--- src/rtl/idq_pkg.sv ---
// ----------------------------------------------------------------------------
// idq_pkg
// Shared constants, types and helpers for the dotted-quad address checker.
// ----------------------------------------------------------------------------
package idq_pkg;

    localparam int MAX_CHARS   = 15;
    localparam int FIELD_COUNT = 4;

    // counters saturate one past their limit
    localparam int CC_W = $clog2(MAX_CHARS + 2);
    localparam int FC_W = $clog2(FIELD_COUNT + 2);

    // field value saturates at 256
    localparam int FV_W      = 9;
    localparam int FIELD_MAX = 255;
    localparam int FIELD_SAT = 256;
    localparam int PROD_W    = 12;

    localparam logic [7:0] CHAR_DOT   = 8'h2E;
    localparam logic [7:0] CHAR_SPACE = 8'h20;
    localparam logic [7:0] CHAR_ZERO  = 8'h30;
    localparam logic [7:0] CHAR_NINE  = 8'h39;

    typedef enum logic [3:0] {
        ERR_OK          = 4'd0,
        ERR_EMPTY       = 4'd1,
        ERR_TOO_LONG    = 4'd2,
        ERR_TRAIL_DOT   = 4'd3,
        ERR_EMPTY_FIELD = 4'd4,
        ERR_SPACE       = 4'd5,
        ERR_NONDIGIT    = 4'd6,
        ERR_OVER        = 4'd7,
        ERR_COUNT       = 4'd8
    } err_code_t;

    typedef struct packed {
        logic       is_dot;
        logic       is_space;
        logic       is_digit;
        logic [3:0] digit;
    } char_class_t;

    typedef struct packed {
        char_class_t cls;
        logic        last;
        logic        none;
    } item_t;

    // judge one closed field; ERR_OK means the field is good
    function automatic err_code_t field_err(
        input logic            has_char,
        input logic            has_space,
        input logic            has_other,
        input logic [FV_W-1:0] value
    );
        err_code_t e;
        if (!has_char) begin
            e = ERR_EMPTY_FIELD;
        end else if (has_space) begin
            e = ERR_SPACE;
        end else if (has_other) begin
            e = ERR_NONDIGIT;
        end else if (value > FV_W'(FIELD_MAX)) begin
            e = ERR_OVER;
        end else begin
            e = ERR_OK;
        end
        return e;
    endfunction

endpackage

--- src/rtl/idq_track.sv ---
// ----------------------------------------------------------------------------
// idq_track
// Per-string tracking state: character count, open field and verdict.
// ----------------------------------------------------------------------------
module idq_track (
    input  logic               aclk,
    input  logic               aresetn,
    input  logic               fire,
    input  idq_pkg::item_t     item,
    output idq_pkg::err_code_t verdict
);

    logic [idq_pkg::CC_W-1:0] char_count_reg, char_count_next;
    logic [idq_pkg::FV_W-1:0] field_value_reg, field_value_next;
    logic                     has_char_reg, has_char_next;
    logic                     has_space_reg, has_space_next;
    logic                     has_other_reg, has_other_next;
    logic [idq_pkg::FC_W-1:0] field_count_reg, field_count_next;
    idq_pkg::err_code_t       first_err_reg, first_err_next;
    logic                     prev_dot_reg, prev_dot_next;

    always_comb begin
        logic [idq_pkg::CC_W-1:0]   cc;
        logic [idq_pkg::FV_W-1:0]   val;
        logic                       hc, hs, ho, pd;
        logic [idq_pkg::FC_W-1:0]   fc, fc_end;
        idq_pkg::err_code_t         fe, ferr, fe_end;
        logic [idq_pkg::PROD_W-1:0] prod;

        cc  = char_count_reg;
        val = field_value_reg;
        hc  = has_char_reg;
        hs  = has_space_reg;
        ho  = has_other_reg;
        fc  = field_count_reg;
        fe  = first_err_reg;
        pd  = prev_dot_reg;
        prod = idq_pkg::PROD_W'(field_value_reg) * idq_pkg::PROD_W'(10)
             + idq_pkg::PROD_W'(item.cls.digit);

        if (!item.none) begin
            if (cc < idq_pkg::CC_W'(idq_pkg::MAX_CHARS + 1)) begin
                cc = cc + idq_pkg::CC_W'(1);
            end
            if (item.cls.is_dot) begin
                // close the open field
                pd   = 1'b1;
                ferr = idq_pkg::field_err(hc, hs, ho, val);
                if (fe == idq_pkg::ERR_OK) begin
                    fe = ferr;
                end
                if (fc < idq_pkg::FC_W'(idq_pkg::FIELD_COUNT + 1)) begin
                    fc = fc + idq_pkg::FC_W'(1);
                end
                val = '0;
                hc  = 1'b0;
                hs  = 1'b0;
                ho  = 1'b0;
            end else begin
                pd = 1'b0;
                hc = 1'b1;
                if (item.cls.is_space) begin
                    hs = 1'b1;
                end else if (item.cls.is_digit) begin
                    val = (prod > idq_pkg::PROD_W'(idq_pkg::FIELD_SAT))
                        ? idq_pkg::FV_W'(idq_pkg::FIELD_SAT) : prod[idq_pkg::FV_W-1:0];
                end else begin
                    ho = 1'b1;
                end
            end
        end

        // final field closes at end of string
        ferr   = idq_pkg::field_err(hc, hs, ho, val);
        fe_end = (fe == idq_pkg::ERR_OK) ? ferr : fe;
        fc_end = (fc < idq_pkg::FC_W'(idq_pkg::FIELD_COUNT + 1))
               ? fc + idq_pkg::FC_W'(1) : fc;

        priority if (cc == '0) begin
            verdict = idq_pkg::ERR_EMPTY;
        end else if (cc > idq_pkg::CC_W'(idq_pkg::MAX_CHARS)) begin
            verdict = idq_pkg::ERR_TOO_LONG;
        end else if (pd) begin
            verdict = idq_pkg::ERR_TRAIL_DOT;
        end else if (fe_end != idq_pkg::ERR_OK) begin
            verdict = fe_end;
        end else if (fc_end != idq_pkg::FC_W'(idq_pkg::FIELD_COUNT)) begin
            verdict = idq_pkg::ERR_COUNT;
        end else begin
            verdict = idq_pkg::ERR_OK;
        end

        char_count_next  = char_count_reg;
        field_value_next = field_value_reg;
        has_char_next    = has_char_reg;
        has_space_next   = has_space_reg;
        has_other_next   = has_other_reg;
        field_count_next = field_count_reg;
        first_err_next   = first_err_reg;
        prev_dot_next    = prev_dot_reg;
        if (fire) begin
            if (item.last) begin
                // verdict given: start a fresh string
                char_count_next  = '0;
                field_value_next = '0;
                has_char_next    = 1'b0;
                has_space_next   = 1'b0;
                has_other_next   = 1'b0;
                field_count_next = '0;
                first_err_next   = idq_pkg::ERR_OK;
                prev_dot_next    = 1'b0;
            end else begin
                char_count_next  = cc;
                field_value_next = val;
                has_char_next    = hc;
                has_space_next   = hs;
                has_other_next   = ho;
                field_count_next = fc;
                first_err_next   = fe;
                prev_dot_next    = pd;
            end
        end
    end

    always_ff @(posedge aclk) begin
        if (!aresetn) begin
            char_count_reg  <= '0;
            field_value_reg <= '0;
            has_char_reg    <= 1'b0;
            has_space_reg   <= 1'b0;
            has_other_reg   <= 1'b0;
            field_count_reg <= '0;
            first_err_reg   <= idq_pkg::ERR_OK;
            prev_dot_reg    <= 1'b0;
        end else begin
            char_count_reg  <= char_count_next;
            field_value_reg <= field_value_next;
            has_char_reg    <= has_char_next;
            has_space_reg   <= has_space_next;
            has_other_reg   <= has_other_next;
            field_count_reg <= field_count_next;
            first_err_reg   <= first_err_next;
            prev_dot_reg    <= prev_dot_next;
        end
    end

endmodule

--- config.mk ---
export PLATFORM = sky130hd
export DESIGN_NAME = idq_track
export DESIGN_NICKNAME = d
export VERILOG_FILES = /design/src/rtl/idq_pkg.sv /design/src/rtl/idq_track.sv
export SDC_FILE = /design/constraint.sdc
export NUM_CORES = 1
export LEC_CHECK = 0
export ABC_AREA = 1
export BUFFER_PORTS_ARGS = -buffer_cell sky130_fd_sc_hd__buf_2
export CAP_MARGIN = 10
export CORE_MARGIN = 2
export CORE_UTILIZATION = 30
export DETAILED_ROUTE_END_ITERATION = 10
export GPL_ROUTABILITY_DRIVEN = 0
export HOLD_SLACK_MARGIN = 0.08
export SKIP_LAST_GASP = 1
export SLEW_MARGIN = 0
export SYNTH_ARGS = -nofsm -noshare
export SYNTH_HDL_FRONTEND = slang
export SYNTH_SLANG_ARGS = --single-unit
export TNS_END_PERCENT = 30
--- constraint.sdc ---
create_clock -name aclk -period 4.7 [get_ports aclk]
set_input_delay 0.47 -clock aclk [delete_from_list [all_inputs] [get_ports aclk]]
set_output_delay 0.47 -clock aclk [all_outputs]
set_load 0.05 [all_outputs]
# ---- After elaboration in Yosys (flattened, before gate mapping)
# Index checks and enable logic that the tools add are counted.
dict set report totals {
  elab_cells 72
  inputBits 12
  output_inout_bits 4
  register_bits 25
}
dict set report op_classes {
  n_lt_le_gt_ge 7
  addsub 4
  n_eq_ne 1
  mul 1
  n_mux 47
  reduce_logical 4
}
# op count
set ops {}
lappend ops {{2-to-1 mux 9 bit} 6}
lappend ops {{2-to-1 mux 4 bit} 10}
lappend ops {{2-to-1 mux 3 bit} 13}
lappend ops {{greater-than comparator 9 x 8 -> 1 bit (second input constant)} 2}
lappend ops {{2-to-1 mux 1 bit} 15}
lappend ops {{2-to-1 mux 5 bit} 3}
lappend ops {{adder 12 x 4 -> 12 bit} 1}
lappend ops {{greater-than comparator 12 x 9 -> 1 bit (second input constant)} 1}
lappend ops {{multiplier 9 x 3 -> 11 bit (second input constant)} 1}
lappend ops {{zero test 4 bit} 2}
lappend ops {{adder 3 x 1 -> 3 bit (second input constant)} 2}
lappend ops {{< comparator 3 bit (second input constant)} 2}
lappend ops {{adder 5 x 1 -> 5 bit (second input constant)} 1}
lappend ops {{greater-than comparator 5 x 4 -> 1 bit (second input constant)} 1}
lappend ops {{zero test 5 bit} 1}
lappend ops {{< comparator 5 bit (second input constant)} 1}
lappend ops {{nonzero test 4 bit} 1}
lappend ops {{!= test 3 bit (second input constant)} 1}

# ---- Depth between registers and ports, before layout
dict set report depth {
  depth_word 19
  mapped_depth 22
  depth_no_buf 22
}

# ---- Least setup slack after synthesis
# Ideal clock, no wire load.
dict set report synth_path {
  path_kind {register to output}
  from {register field_value_reg[1] in the netlist's numbering}
  to {output verdict[3]}
  n_path_buf 0
  stages_incl_launch_ff 22
  setup_slack_ns 1.080
  arrival_ns 3.150
  required_time_ns 4.230
  cell_sequence {dfxtp_1 ha_1 ha_1 fa_1 nand2_1 nor2_1 nand2_1 nand2_1 inv_1 nor2_1 nand3_1 nand2_1 nand2_1 inv_1 nand4_1 nand2_1 nand2_1 nand2_1 nand2_1 a21boi_2 nand2_1 a21oi_2}
}
dict set report synth_via {
  elab_chain_cells 19
  word_cells_on_any_way 28
  cone_classes {add/sub (1); mul (1); order compare (3); mux (21); reduce/logical (2)}
}
# item line
set synth_lines {}
lappend synth_lines {{from (decl)} idq_track.sv:14} ;# logic [idq_pkg::FV_W-1:0] field_value_reg, field_value_next;
lappend synth_lines {{from (signal assigned)} idq_track.sv:137} ;# field_value_reg <= field_value_next;
lappend synth_lines {{multiplier 9 x 3 -> 11 bit} idq_track.sv:38} ;# prod = idq_pkg::PROD_W'(field_value_reg) * idq_pkg::PROD_W'(10)
lappend synth_lines {{adder 12 x 4 -> 12 bit} idq_track.sv:39} ;# + idq_pkg::PROD_W'(item.cls.digit);
lappend synth_lines {{greater-than comparator 12 x 9 -> 1 bit} idq_track.sv:65} ;# val = (prod > idq_pkg::PROD_W'(idq_pkg::FIELD_SAT))
lappend synth_lines {{2-to-1 mux 9 bit} idq_track.sv:66} ;# ? idq_pkg::FV_W'(idq_pkg::FIELD_SAT) : prod[idq_pkg::FV_W-1:0];
lappend synth_lines {{2-to-1 mux 9 bit} idq_track.sv:64} ;# end else if (item.cls.is_digit) begin
lappend synth_lines {{2-to-1 mux 9 bit} idq_track.sv:62} ;# if (item.cls.is_space) begin
lappend synth_lines {{2-to-1 mux 9 bit} idq_track.sv:45} ;# if (item.cls.is_dot) begin
lappend synth_lines {{2-to-1 mux 9 bit} idq_track.sv:41} ;# if (!item.none) begin
lappend synth_lines {{[... 3 more ...]} --}
lappend synth_lines {{2-to-1 mux 3 bit} idq_pkg.sv:60} ;# end else if (has_space) begin
lappend synth_lines {{2-to-1 mux 3 bit} idq_pkg.sv:58} ;# if (!has_char) begin
lappend synth_lines {{2-to-1 mux 4 bit (*)} idq_track.sv:75} ;# fe_end = (fe == idq_pkg::ERR_OK) ? ferr : fe;
lappend synth_lines {{nonzero test 4 bit} idq_track.sv:85} ;# end else if (fe_end != idq_pkg::ERR_OK) begin
lappend synth_lines {{2-to-1 mux 4 bit (*)} idq_track.sv:85}
lappend synth_lines {{2-to-1 mux 4 bit (*)} idq_track.sv:83} ;# end else if (pd) begin
lappend synth_lines {{2-to-1 mux 4 bit (*)} idq_track.sv:81} ;# end else if (cc > idq_pkg::CC_W'(idq_pkg::MAX_CHARS)) begin
lappend synth_lines {{2-to-1 mux 4 bit (*)} idq_track.sv:79} ;# priority if (cc == '0) begin
lappend synth_lines {{to (decl)} idq_track.sv:10} ;# output idq_pkg::err_code_t verdict
# Every way passes the cells marked *; elsewhere a longest branch is shown, timed or not.

# ---- Worst setup path after layout
# Ends and elaborated chain as after synthesis.

==> impl_metrics.env <==
export IMPL_wl_met3_um=184
export IMPL_postRouteAntennaNets=0
export IMPL_vias=2316
export IMPL_ys_seq_area_frac=0.222
export IMPL_regArea_sq_um=500
export IMPL_fmax_mhz=244
export IMPL_status="finished clean"
export IMPL_critPathBufInv=3
export IMPL_final_cells=477
export IMPL_core_sq_mm=0.00725
export IMPL_synth_seq_cells=25
export IMPL_layout_commonest_cell="nand2_1"
export IMPL_netlist_instances=365
export IMPL_via_per_inst=4.86
export IMPL_critPathMaxFanout=6
export IMPL_cts_resized_gates=0
export IMPL_grt_max_degree=21
export IMPL_cts_root_buf="clkbuf_8"
export IMPL_drv_cap=0
export IMPL_hpwl_um=4180
export IMPL_mostFrequentLayoutCells="nand2_1 (99), inv_1 (50), a21oi_1 (41)"
export IMPL_dp_cells=473
export IMPL_grt_overflow=0
export IMPL_top_layer_used="met4"
export IMPL_fin_crit_sh=0.873
export IMPL_post_cts_buffers=0
export IMPL_wl_per_cell_um=11.5
export IMPL_start_util=0.311
export IMPL_fillerInstances=797
export IMPL_path_cells="ha_1, ha_1, fa_1, nand2_1, nor2_1, nand2_1, nand2_1, inv_1, nor2_1, nand3_1, nand2_1, nand2_1, inv_1, nand4_1, nand2_1, nand3_1, nand2_1, nand3_1, nor2_1, nand2_1, a21oi_2, buf_2"
export IMPL_slew_viol_final=0
export IMPL_leakage_nw=1.20
export IMPL_grt_first_pass_wirelength_um=10000
export IMPL_largest_reg_flops=9
export IMPL_floorplan_rows=31
export IMPL_cpLargestDelayFamily="simple AND/OR/NAND/NOR gates"
export IMPL_timing_slew_headroom=0.505
export IMPL_antenna_found_initial=0
export IMPL_worst_ep_required_time_ns=4.23
export IMPL_diodes=0
export IMPL_fin_crit_ns=4.10
export IMPL_min_path_type="flip-flop to flip-flop"
export IMPL_cp_start_kind="flip-flop"
export IMPL_tightestPinTransition_ns=0.739
export IMPL_cts_sinks=25
export IMPL_power_density_mw_per_mm2=185
export IMPL_postCtsHoldBufs=0
export IMPL_yosysWarnings=0
export IMPL_die_w_um=90.6
export IMPL_ioPinCount=16
export IMPL_setup_tns_ns=0
export IMPL_setup_viol_count_final=0
export IMPL_tritoncts="built"
export IMPL_port_buffers=15
export IMPL_hold_violations=0
export IMPL_finClkSkew_ns=0.00186
export IMPL_peakVddDrop_v=0.0000987
export IMPL_die_area_sq_mm=0.00822
export IMPL_cpMaxStageDelayCell="fa_1"
export IMPL_cp_arrival_ns=3.63
export IMPL_total_power_w=0.000459
export IMPL_htreeDepth=1
export IMPL_cts_clk_slew_worst_paths_ns=0.09
export IMPL_insertion_delay_ns=0.27
export IMPL_drt_pass1_iterations=4
export IMPL_clock_path_buffers=2
export IMPL_slowest_delay_ns=0.58
export IMPL_track_usage=0.143
export IMPL_crit_path_end_kind="primary output"
export IMPL_cpMostUsedCell="nand2_1"
export IMPL_drt_iter0_markers=139
export IMPL_numCtsBuffers=3
export IMPL_first_global_vias=2223
export IMPL_crit_type="flip-flop to primary output"
export IMPL_setup_ws_ns=0.598
export IMPL_drive_gt1_frac=0.0794
export IMPL_routed_wl_um=5500
export IMPL_syn_to_final_growth_pct=9.89
export IMPL_wl_met1_um=2800
export IMPL_place_ws_ns=0.894
export IMPL_synthDistinctLibCells=31
export IMPL_die_y_um=90.6
export IMPL_drc=0
export IMPL_synth_area_sq_mm=0.00225
export IMPL_synth_nets=399
export IMPL_multiInputGateArea_sq_mm=0.00153
export IMPL_dr_wl_met2_um=2480
export IMPL_rsz0062_at_grt="no"
export IMPL_nets=413
export IMPL_avgSynthCellArea_sq_um=6.17
final timing paths:
| check | startpoint | end | slack [ns] | cells after the start |
|---|---|---|---|---|
| max | field_value_reg[1] | verdict[3] | 0.60 | 22 |
| min | first_err_reg[0] | first_err_reg[0] | 0.50 | 2 |
| min reg2reg | first_err_reg[0] | first_err_reg[0] | 0.50 | 2 |
| max reg2reg | field_value_reg[1] | field_value_reg[6] | 1.42 | 17 |
layout make-up:
type,instances,area share
Sequential cell,25,0.202
Tap cell,99,0.0501
Inverter,52,0.0789
Timing Repair Buffer,15,0.0303
Multi-Input combinational cell,282,0.620
Clock inverter,1,0.00202
Clock buffer,3,0.0167
layer usage:
metal  track usage  up-vias
met5             0        -
met4        0.0244        0
met3        0.0209        4
met2         0.241       34
met1         0.195     1039
li1              -     1239
worst register-to-register path, delay by kind of cell, from the launching register on:
| family | cells | cell delay (ns) |
|---|---|---|
| adder cells (fa/ha/maj) | 3 | 1.10 |
| buffers and inverters | 2 | 0.13 |
| AND/OR/NAND/NOR | 9 | 0.96 |
| AO/OA/AOI/OAI | 3 | 0.56 |
| flip-flops | 1 | 0.47 |
cell usage after synthesis, drive strengths merged:
master	n	area, sq um
o21a	3	22.5
a41oi	1	8.76
o211ai	8	60.1
a21boi	1	11.3
clkbuf	6	22.5
nand2	102	390
nor2	35	141
nor4	1	6.26
nand3b	1	7.51
xor2	3	26.3
o22ai	1	6.26
a31oi	1	6.26
ha	20	250
dfxtp	25	500
clkinv	1	3.75
fa	2	40.0
nand3	28	150
o21ai	11	55.1
inv	51	191
xnor2	1	8.76
a2bb2oi	1	8.76
nor3	7	35.0
nand4	11	68.8
a21oi	43	223
a211oi	1	7.51
kinds of logic (layout without fill, tap and decap cells):
kind of cell             count (synthesis)  in the layout  synth area share
AO/OA/AOI/OAI                           71             71             0.182
XOR/XNOR                                 4              4            0.0156
adder cells (fa/ha/maj)                 22             22             0.129
buffers and inverters                   58             71            0.0967
flip-flops                              25             25             0.222
AND/OR/NAND/NOR                        185            185             0.355
metrics by stage:
stage / utilization / area (sq um) / hold WS, ns
4_1_cts: 0.341 / 2470 / 0.501
3_5_place_dp: 0.335 / 2430 / 0.485
3_3_place_gp: 0.335 / 2430 / 0.466
6_report: 0.341 / 2470 / 0.501
5_1_grt: 0.341 / 2470 / 0.527
2_1_floorplan: - / 2250 / 0.456
power breakdown:
group          total, W  internal, W  switching, W
registers      0.000220     0.000215    0.00000502
logic          0.000107    0.0000330     0.0000744
clock network  0.000131    0.0000594     0.0000714
Power figures use the tool's default switching activity.
